$ cat src/rtl/core/blr_pkg.sv
// ----------------------------------------------------------------------------
// blr_pkg
// Shared widths, codes and types of the line rasterizer.
// ----------------------------------------------------------------------------
`default_nettype none

package blr_pkg;

    localparam int COORD_BITS = 12;
    localparam int DIFF_BITS  = COORD_BITS + 1;
    localparam int ERR_BITS   = COORD_BITS + 3;

    localparam logic OP_START = 1'b0;
    localparam logic OP_STEP  = 1'b1;

    typedef logic signed [COORD_BITS-1:0] t_coord;
    typedef logic signed [DIFF_BITS-1:0]  t_diff;
    typedef logic signed [ERR_BITS-1:0]   t_err;

    localparam t_coord COORD_ONE       = t_coord'(1);
    localparam t_coord COORD_MINUS_ONE = '1;

    // line setup word from the setup stage to the trace stage
    typedef struct packed {
        logic   op;
        logic   steep;
        logic   minor_down;
        t_coord cur_x;
        t_coord cur_y;
        t_coord major_end;
        t_err   error_term;
        t_err   inc_straight;
        t_err   inc_diagonal;
    } t_setup;

endpackage

`default_nettype wire

$ cat src/rtl/core/blr_if.sv
// ----------------------------------------------------------------------------
// blr_if
// Valid/ready channels of the line rasterizer: command words in, pixels out.
// ----------------------------------------------------------------------------
`default_nettype none

interface blr_in_if;
    import blr_pkg::*;

    logic   valid;
    logic   ready;
    logic   op;
    t_coord start_x;
    t_coord start_y;
    t_coord end_x;
    t_coord end_y;

    modport source (output valid, output op, output start_x, output start_y,
                    output end_x, output end_y, input ready);
    modport sink   (input valid, input op, input start_x, input start_y,
                    input end_x, input end_y, output ready);
endinterface

interface blr_out_if;
    import blr_pkg::*;

    logic   valid;
    logic   ready;
    t_coord pixel_x;
    t_coord pixel_y;
    logic   last;

    modport source (output valid, output pixel_x, output pixel_y, output last,
                    input ready);
    modport sink   (input valid, input pixel_x, input pixel_y, input last,
                    output ready);
endinterface

`default_nettype wire

$ cat src/rtl/core/blr_setup.sv
// ----------------------------------------------------------------------------
// blr_setup
// Input stage: orders the endpoints, works out the error term and the
// increments, and registers the result as one setup word.
// ----------------------------------------------------------------------------
`default_nettype none

module blr_setup (
    input  wire logic            i_clk,
    input  wire logic            i_rst_n,
    blr_in_if.sink               i_in,
    input  wire logic            i_take,
    output logic                 o_valid,
    output blr_pkg::t_setup      o_word
);
    import blr_pkg::*;

    logic   r_valid;
    t_setup r_word;
    t_setup n_word;
    logic   w_ready;

    t_diff  w_sx, w_sy, w_ex, w_ey;
    t_diff  w_ddx, w_ddy, w_adx, w_ady;
    t_err   w_dx, w_dy;
    logic   w_steep;
    logic   w_swap;

    assign w_ready    = !r_valid || i_take;
    assign i_in.ready = w_ready;

    always_comb begin
        w_sx  = t_diff'(i_in.start_x);
        w_sy  = t_diff'(i_in.start_y);
        w_ex  = t_diff'(i_in.end_x);
        w_ey  = t_diff'(i_in.end_y);
        w_ddx = w_ex - w_sx;
        w_ddy = w_ey - w_sy;
        w_adx = w_ddx[DIFF_BITS-1] ? -w_ddx : w_ddx;
        w_ady = w_ddy[DIFF_BITS-1] ? -w_ddy : w_ddy;
        w_dx  = t_err'(w_adx);
        w_dy  = t_err'(w_ady);
        w_steep = w_ady > w_adx;

        n_word.op    = i_in.op;
        n_word.steep = w_steep;
        if (!w_steep) begin
            w_swap = i_in.start_x > i_in.end_x;
            n_word.error_term   = (w_dy + w_dy) - w_dx;
            n_word.inc_straight = w_dy + w_dy;
            n_word.inc_diagonal = (w_dy + w_dy) - (w_dx + w_dx);
            n_word.major_end    = w_swap ? i_in.start_x : i_in.end_x;
            n_word.minor_down   = w_swap ? (i_in.start_y < i_in.end_y)
                                         : (i_in.end_y < i_in.start_y);
        end else begin
            w_swap = i_in.start_y > i_in.end_y;
            n_word.error_term   = (w_dx + w_dx) - w_dy;
            n_word.inc_straight = w_dx + w_dx;
            n_word.inc_diagonal = (w_dx + w_dx) - (w_dy + w_dy);
            n_word.major_end    = w_swap ? i_in.start_y : i_in.end_y;
            n_word.minor_down   = w_swap ? (i_in.start_x < i_in.end_x)
                                         : (i_in.end_x < i_in.start_x);
        end
        n_word.cur_x = w_swap ? i_in.end_x : i_in.start_x;
        n_word.cur_y = w_swap ? i_in.end_y : i_in.start_y;
    end

    always_ff @(posedge i_clk) begin
        if (!i_rst_n) begin
            r_valid <= 1'b0;
        end else if (w_ready) begin
            r_valid <= i_in.valid;
        end
    end

    always_ff @(posedge i_clk) begin
        if (w_ready && i_in.valid) begin
            r_word <= n_word;
        end
    end

    assign o_valid = r_valid;
    assign o_word  = r_word;

endmodule

`default_nettype wire

$ cat src/rtl/core/blr_trace.sv
// ----------------------------------------------------------------------------
// blr_trace
// Line state and step logic: loads a setup word on start, emits one pixel
// per step into the output register and advances the error term.
// ----------------------------------------------------------------------------
`default_nettype none

module blr_trace (
    input  wire logic            i_clk,
    input  wire logic            i_rst_n,
    input  wire logic            i_valid,
    input  wire blr_pkg::t_setup i_word,
    output logic                 o_take,
    output logic                 o_busy,
    blr_out_if.source            o_out
);
    import blr_pkg::*;

    logic   r_busy, n_busy;
    logic   r_steep, n_steep;
    logic   r_minor_down, n_minor_down;
    t_coord r_cur_x, n_cur_x;
    t_coord r_cur_y, n_cur_y;
    t_coord r_major_end, n_major_end;
    t_err   r_err, n_err;
    t_err   r_inc_straight, n_inc_straight;
    t_err   r_inc_diagonal, n_inc_diagonal;

    logic   r_out_valid, n_out_valid;
    t_coord r_pixel_x, n_pixel_x;
    t_coord r_pixel_y, n_pixel_y;
    logic   r_last, n_last;

    logic   w_out_free;
    logic   w_is_last;
    t_coord w_step;

    assign w_out_free = !r_out_valid || o_out.ready;
    assign o_take     = w_out_free;
    assign w_is_last  = (r_steep ? r_cur_y : r_cur_x) >= r_major_end;
    assign w_step     = r_minor_down ? COORD_MINUS_ONE : COORD_ONE;

    always_comb begin
        n_busy         = r_busy;
        n_steep        = r_steep;
        n_minor_down   = r_minor_down;
        n_cur_x        = r_cur_x;
        n_cur_y        = r_cur_y;
        n_major_end    = r_major_end;
        n_err          = r_err;
        n_inc_straight = r_inc_straight;
        n_inc_diagonal = r_inc_diagonal;
        n_out_valid    = r_out_valid && !o_out.ready;
        n_pixel_x      = r_pixel_x;
        n_pixel_y      = r_pixel_y;
        n_last         = r_last;

        if (i_valid && w_out_free) begin
            case (i_word.op)
                OP_START: begin
                    n_busy         = 1'b1;
                    n_steep        = i_word.steep;
                    n_minor_down   = i_word.minor_down;
                    n_cur_x        = i_word.cur_x;
                    n_cur_y        = i_word.cur_y;
                    n_major_end    = i_word.major_end;
                    n_err          = i_word.error_term;
                    n_inc_straight = i_word.inc_straight;
                    n_inc_diagonal = i_word.inc_diagonal;
                end
                OP_STEP: begin
                    if (r_busy) begin
                        n_out_valid = 1'b1;
                        n_pixel_x   = r_cur_x;
                        n_pixel_y   = r_cur_y;
                        n_last      = w_is_last;
                        if (w_is_last) begin
                            n_busy = 1'b0;
                        end else begin
                            if (r_err <= t_err'(0)) begin
                                n_err = r_err + r_inc_straight;
                            end else begin
                                n_err = r_err + r_inc_diagonal;
                                if (r_steep) begin
                                    n_cur_x = r_cur_x + w_step;
                                end else begin
                                    n_cur_y = r_cur_y + w_step;
                                end
                            end
                            if (r_steep) begin
                                n_cur_y = r_cur_y + COORD_ONE;
                            end else begin
                                n_cur_x = r_cur_x + COORD_ONE;
                            end
                        end
                    end
                end
                default: begin
                end
            endcase
        end
    end

    always_ff @(posedge i_clk) begin
        if (!i_rst_n) begin
            r_busy         <= 1'b0;
            r_steep        <= 1'b0;
            r_minor_down   <= 1'b0;
            r_cur_x        <= '0;
            r_cur_y        <= '0;
            r_major_end    <= '0;
            r_err          <= '0;
            r_inc_straight <= '0;
            r_inc_diagonal <= '0;
            r_out_valid    <= 1'b0;
        end else begin
            r_busy         <= n_busy;
            r_steep        <= n_steep;
            r_minor_down   <= n_minor_down;
            r_cur_x        <= n_cur_x;
            r_cur_y        <= n_cur_y;
            r_major_end    <= n_major_end;
            r_err          <= n_err;
            r_inc_straight <= n_inc_straight;
            r_inc_diagonal <= n_inc_diagonal;
            r_out_valid    <= n_out_valid;
        end
    end

    always_ff @(posedge i_clk) begin
        r_pixel_x <= n_pixel_x;
        r_pixel_y <= n_pixel_y;
        r_last    <= n_last;
    end

    assign o_busy        = r_busy;
    assign o_out.valid   = r_out_valid;
    assign o_out.pixel_x = r_pixel_x;
    assign o_out.pixel_y = r_pixel_y;
    assign o_out.last    = r_last;

endmodule

`default_nettype wire

$ cat src/rtl/core/bresenham_line_rasterizer.sv
// ----------------------------------------------------------------------------
// bresenham_line_rasterizer
// Integer line rasterizer with one pixel per step word.
//
// i_in carries command words: op start loads two signed endpoints, op step
// asks for the next pixel. o_out carries pixels with a last flag on the
// final endpoint. Both channels are valid/ready; a word moves when both
// are high at a rising clock edge.
// A step word goes through the setup register, then the trace logic, into
// the output register. Throughput: one word per cycle while o_out does
// not stall, with any mix of start and step words; the path per cycle is
// the endpoint setup or one error add and compare.
// A start word gives no pixel and drops any line in progress. A step word
// with no line in progress gives no pixel.
// Reset (i_rst_n low, synchronous) empties both registers and leaves the
// block with no line in progress.
// When o_out stalls, the pixel holds in the output register and i_in
// ready drops once the setup register is also full.
// ----------------------------------------------------------------------------
`default_nettype none

module bresenham_line_rasterizer (
    input  wire logic i_clk,
    input  wire logic i_rst_n,
    blr_in_if.sink    i_in,
    blr_out_if.source o_out
);
    import blr_pkg::*;

    logic   w_valid;
    logic   w_take;
    logic   w_busy;
    t_setup w_word;

    blr_setup u_setup (
        .i_clk   (i_clk),
        .i_rst_n (i_rst_n),
        .i_in    (i_in),
        .i_take  (w_take),
        .o_valid (w_valid),
        .o_word  (w_word)
    );

    blr_trace u_trace (
        .i_clk   (i_clk),
        .i_rst_n (i_rst_n),
        .i_valid (w_valid),
        .i_word  (w_word),
        .o_take  (w_take),
        .o_busy  (w_busy),
        .o_out   (o_out)
    );

    // start word arms the line and never shows a pixel
    a_start_arms: assert property (@(posedge i_clk) disable iff (!i_rst_n)
        w_valid && w_take && w_word.op == OP_START |=> w_busy && !o_out.valid)
        else $error("start word did not arm the line");

    // step word with a line in progress gives a pixel
    a_step_emits: assert property (@(posedge i_clk) disable iff (!i_rst_n)
        w_valid && w_take && w_word.op == OP_STEP && w_busy |=> o_out.valid)
        else $error("step word gave no pixel");

    // step word with no line in progress gives nothing
    a_idle_step_quiet: assert property (@(posedge i_clk) disable iff (!i_rst_n)
        w_valid && w_take && w_word.op == OP_STEP && !w_busy
        |=> !o_out.valid && !w_busy)
        else $error("idle step word changed state or gave a pixel");

    // a pixel flagged last ends the line unless a new start came in
    a_last_ends: assert property (@(posedge i_clk) disable iff (!i_rst_n)
        $rose(o_out.valid) && o_out.last |-> !w_busy)
        else $error("line still in progress after last pixel");

endmodule

`default_nettype wire

$ cat src/flat_wrapper.sv
// flat-port wrapper written by rule: the top's interface ports become plain ports
module bresenham_line_rasterizer_flat import blr_pkg::*;
  (i_clk, i_rst_n, i_in_valid, i_in_op, i_in_start_x, i_in_start_y, i_in_end_x, i_in_end_y, i_in_ready, o_out_valid, o_out_pixel_x, o_out_pixel_y, o_out_last, o_out_ready);
  blr_in_if i_in_i ();
  blr_out_if o_out_i ();
  input  wire logic i_clk;
  input  wire logic i_rst_n;
  input wire logic [$bits(i_in_i.valid)-1:0] i_in_valid;
  input wire logic [$bits(i_in_i.op)-1:0] i_in_op;
  input wire logic [$bits(i_in_i.start_x)-1:0] i_in_start_x;
  input wire logic [$bits(i_in_i.start_y)-1:0] i_in_start_y;
  input wire logic [$bits(i_in_i.end_x)-1:0] i_in_end_x;
  input wire logic [$bits(i_in_i.end_y)-1:0] i_in_end_y;
  output wire logic [$bits(i_in_i.ready)-1:0] i_in_ready;
  output wire logic [$bits(o_out_i.valid)-1:0] o_out_valid;
  output wire logic [$bits(o_out_i.pixel_x)-1:0] o_out_pixel_x;
  output wire logic [$bits(o_out_i.pixel_y)-1:0] o_out_pixel_y;
  output wire logic [$bits(o_out_i.last)-1:0] o_out_last;
  input wire logic [$bits(o_out_i.ready)-1:0] o_out_ready;
  assign i_in_i.valid = i_in_valid;
  assign i_in_i.op = i_in_op;
  assign i_in_i.start_x = i_in_start_x;
  assign i_in_i.start_y = i_in_start_y;
  assign i_in_i.end_x = i_in_end_x;
  assign i_in_i.end_y = i_in_end_y;
  assign i_in_ready = i_in_i.ready;
  assign o_out_valid = o_out_i.valid;
  assign o_out_pixel_x = o_out_i.pixel_x;
  assign o_out_pixel_y = o_out_i.pixel_y;
  assign o_out_last = o_out_i.last;
  assign o_out_i.ready = o_out_ready;
  bresenham_line_rasterizer u_core (.i_clk(i_clk), .i_rst_n(i_rst_n), .i_in(i_in_i), .o_out(o_out_i));
endmodule
$ cat config.mk
export PLATFORM = sky130hd
export DESIGN_NAME = bresenham_line_rasterizer_flat
export DESIGN_NICKNAME = d
export VERILOG_FILES = /design/src/rtl/core/blr_pkg.sv /design/src/rtl/core/blr_if.sv /design/src/rtl/core/blr_setup.sv /design/src/rtl/core/blr_trace.sv /design/src/rtl/core/bresenham_line_rasterizer.sv /design/src/flat_wrapper.sv
export SDC_FILE = /design/constraint.sdc
export NUM_CORES = 1
export LEC_CHECK = 0
export BUFFER_PORTS_ARGS = -buffer_cell sky130_fd_sc_hd__buf_2
export CAP_MARGIN = 0
export CORE_AREA = 5 5 142 211
export CTS_BUF_LIST = sky130_fd_sc_hd__clkbuf_4
export DETAILED_ROUTE_END_ITERATION = 10
export DIE_AREA = 0 0 147 216
export GPL_TIMING_DRIVEN = 0
export PLACE_DENSITY = 0.77
export SYNTH_ARGS = -nofsm -noshare
export SYNTH_HDL_FRONTEND = slang
export SYNTH_SLANG_ARGS = --single-unit
$ cat constraint.sdc
create_clock -name i_clk -period 6.3 [get_ports i_clk]
set_input_delay 1.26 -clock i_clk [delete_from_list [all_inputs] [get_ports i_clk]]
set_output_delay 1.26 -clock i_clk [all_outputs]
set_load 0.005 [all_outputs]
==> flow_summary_export.csv <==
group,metric,value,unit
timing,min_period,6.26,ns
floorplanning,core-area,27900,um^2
timing,fmax,160,MHz
grt,grt.total_usage,22.4,%
worst_hold_path,holdCritStartpoint,"u_core.u_trace.r_inc_straight[5]",
timing,min_period_over_period,99.4,%
route,finalWirelength,36000,um
finish,layoutNonFillerInstCount,1929,
finish,drive_above_1_share,16.1,%
timing,holdWs,0.464,ns
logic_synthesis,seq_area_frac_synth,36.0,%
finish,fin_nets,1746,
floorplanning,die_h,216,um
route,dr_wl_met2,18500,um
route,drc,0,
critical_path,start_kind,"input port",
place,placed_cell_area,14400,um^2
logic_synthesis,postSynth.asyncResetShare,0,%
cts,cts_root_buf,"clkbuf_4",
grt,grt.overflow.total,0,
grt,antenna_found_initial,1,
cts,cts_buffer_depth,2,
logic_synthesis,syn-num-nets,1620,
power_and_ir_drop,p_total,5.49,mW
timing,finalSetupTns,0,ns
logic_synthesis,netlist_instances,1443,
grt,grt_pass1_wl,56600,um
place,port_buffers,79,
critical_path,crit_type,"input port to flip-flop",
cts,cts-hold-fix-buffers,0,
place,placed_cells,1870,
critical_path,cp_max_fo,10,
critical_path,reg2reg_slack,1.34,ns
logic_synthesis,netlist-cell-type-count,75,
place,dp_hpwl,28900,um
critical_path,rr_endpoint,"u_core.u_trace.r_err[14]",
outcome,outcome,"complete, no violations",
finish,final_cell_mix,"nand2_1, a21oi_1, nor2_1, ha_1, edfxtp_1",
cts,clock_sinks,189,
timing,max_slew_margin,33.2,%
logic_synthesis,syn_avg_cell_area,9.32,um^2
route,dr_wl_met3,1150,um
logic_synthesis,synth_top_area_cell,"edfxtp_1",
logic_synthesis,syn_area,13500,um^2
floorplanning,die_area,31800,um^2
logic_synthesis,synth.area.top_cells,"edfxtp_1, dfxtp_1, ha_1",
floorplanning,num_rows,75,
route,first_pass_iters,8,
critical_path,cp_data_required_time,6.68,ns
worst_hold_path,holdPathStages,2,
route,routed.top_layer,"met4",
grt,grt_pass1_vias,11052,
cts,numCtsBuffers,17,
timing,fin_worst_skew,0.0290,ns
logic_synthesis,synthFlopType,"edfxtp_1",
route,vias,11016,
power_and_ir_drop,power.density,362,nW/um^2
timing,worst_slew_pin_slew,1.00,ns
critical_path,worstPathArrival,6.64,ns
critical_path,worstSetupEndpointType,"flip-flop",
timing,drv_slew,0,
logic_synthesis,netlist.area_leader.share,23.7,%
finish,finalInstanceArea,15200,um^2
power_and_ir_drop,ir_drop,253,uV
place,gp_congestion,0.937,
worst_hold_path,holdPathEnd,"u_core.u_trace.r_inc_straight[5]",
worst_hold_path,min_path_type,"flip-flop to flip-flop",
logic_synthesis,synth_edf_count,106,
route,wl_per_cell,18.7,um
timing,hold_violations,0,
finish,final_common_cell,"nand2_1",
route,final_antenna_net_count,0,
route,via_per_inst,5.71,
cts,cts.reportedPaths.clkPinSlew,0.15,ns
power_and_ir_drop,power.leakage,6.44,nW
logic_synthesis,yosysWarnings,0,
route,drt_iter0_drc,702,
floorplanning,io_pins,80,
floorplanning,die_w,147,um
floorplanning,start_util,48.3,%
logic_synthesis,ys_seq_elements,189,
finish,areaGrowthSynthToFinish,12.7,%
cts,insertion_delay,0.63,ns
cts,htree_levels,4,
critical_path,reg2reg_from,"u_core.u_trace.r_err[2]",
grt,grt_max_degree,63,
cts,cts_tree,"yes",
critical_path,worst-r2r-cell-count,18,
route,wl_met1,14000,um
run,cap_violations,0,
timing,final-setup-viol-count,0,
## cell usage after synthesis (all sizes together), types with 17 or more instances
cell type,instances
a21oi,151
nand2,151
nor2,122
ha,115
edfxtp,106
inv,98
dfxtp,83
mux2i,61
xnor2,58
o21ai,48
clkbuf,47
mux2,47
xor2,40
a211oi,33
a21o,27
nor3,22
nand2b,21
nor2b,17
o21bai,17
## flip-flops by register name, indices dropped and copies added, names as in the netlist, 12 cells and up
signal,count
u_core.u_setup.o_word,81
u_core.u_trace.o_out.pixel_y,12
u_core.u_trace.r_major_end,12
u_core.u_trace.r_cur_x,12
u_core.u_trace.r_inc_straight,13
u_core.u_trace.r_inc_diagonal,14
u_core.u_trace.o_out.pixel_x,12
u_core.u_trace.r_cur_y,12
u_core.u_trace.r_err,15
## timing repair
item,CTS,global route
pin swaps,2,11
resized for setup,18,20
cloned,0,1
endpoints found under the setup margin,71,68
buffers inserted,6,21
## report_power, final
group	internal (mW)	leakage (nW)	total (mW)	switching, mW
combinational	1.26	4.56	2.96	1.70
clock	0.330	0.187	0.751	0.421
sequential	1.67	1.70	1.77	0.104
total	3.26	6.44	5.49	2.23
## metal layers
layer / GRT usage, % / up-vias
met5: 0 / -
met1: 24.5 / 5219
li1: - / 5395
met2: 40.5 / 300
met4: 13.9 / 0
met3: 3.08 / 102
## cell type report
class | count | area [um^2]
Multi-Input combinational cell | 1094 | 8210
Antenna cell | 1 | 2.50
Sequential cell | 189 | 4840
Clock inverter | 13 | 188
Inverter | 98 | 368
Buffer | 60 | 284
Tap cell | 346 | 433
Timing Repair Buffer | 109 | 682
Clock buffer | 19 | 143
Fill cell | 2475 | 12700
## metrics by stage
step           setup WS [ns]  utilization, %
2_1_floorplan         0.0132               -
3_3_place_gp          -0.966            51.4
3_5_place_dp           -1.04            51.6
4_1_cts              0.00644            53.4
5_1_grt               -0.119            54.4
6_report              0.0380            54.4
## how the worst max path moves through the flow
| stage | depth (start not counted) | from | end | slack (ns) |
|---|---|---|---|---|
| 4_1_cts | 28 | i_in_end_x[0] | u_core.u_setup.o_word[69] | 0.006 |
| 5_1_grt | 25 | i_in_end_y[0] | u_core.u_setup.o_word[78] | -0.12 |
| 3_5_place_dp | 28 | i_in_end_x[0] | u_core.u_setup.o_word[55] | -1.04 |
| 3_3_place_gp | 28 | i_in_end_x[0] | u_core.u_setup.o_word[53] | -0.97 |
| 6_report | 25 | i_in_end_y[0] | u_core.u_setup.o_word[74] | 0.04 |
| 2_1_floorplan | 27 | i_in_end_x[0] | u_core.u_setup.o_word[57] | 0.01 |
## cell families (layout without fill, tap and decap cells)
family | after synthesis | count (layout) | share of synthesized area (%)
muxes | 108 | 108 | 9.07
buffers and inverters | 160 | 299 | 4.71
DFF | 189 | 189 | 36.0
adders and majority gates | 133 | 133 | 12.7
and+or+nand+nor | 391 | 391 | 13.0
xor gates and xnor gates | 98 | 98 | 6.63
other | 0 | 1 | 0
AOI/OAI and AO/OA | 364 | 364 | 17.9
## worst max-delay path: stages
cell       delay [ns]
buf_2            0.12
inv_1            0.06
ha_1             0.23
fa_1             0.41
nand2b_1         0.20
a21oi_2          0.23
xor2_2           0.16
nor3_1           0.34
and2_4           0.23
a21oi_1          0.10
xnor2_2          0.38
inv_1            0.14
ha_1             0.36
inv_1            0.15
o21bai_1         0.12
a221oi_2         0.33
o21bai_1         0.11
o2bb2ai_2        0.14
maj3_2           0.33
o211ai_2         0.15
buf_6            0.18
mux2i_4          0.26
buf_12           0.15
buf_8            0.16
mux2_4           0.31
(Power assumes the default switching activity.)
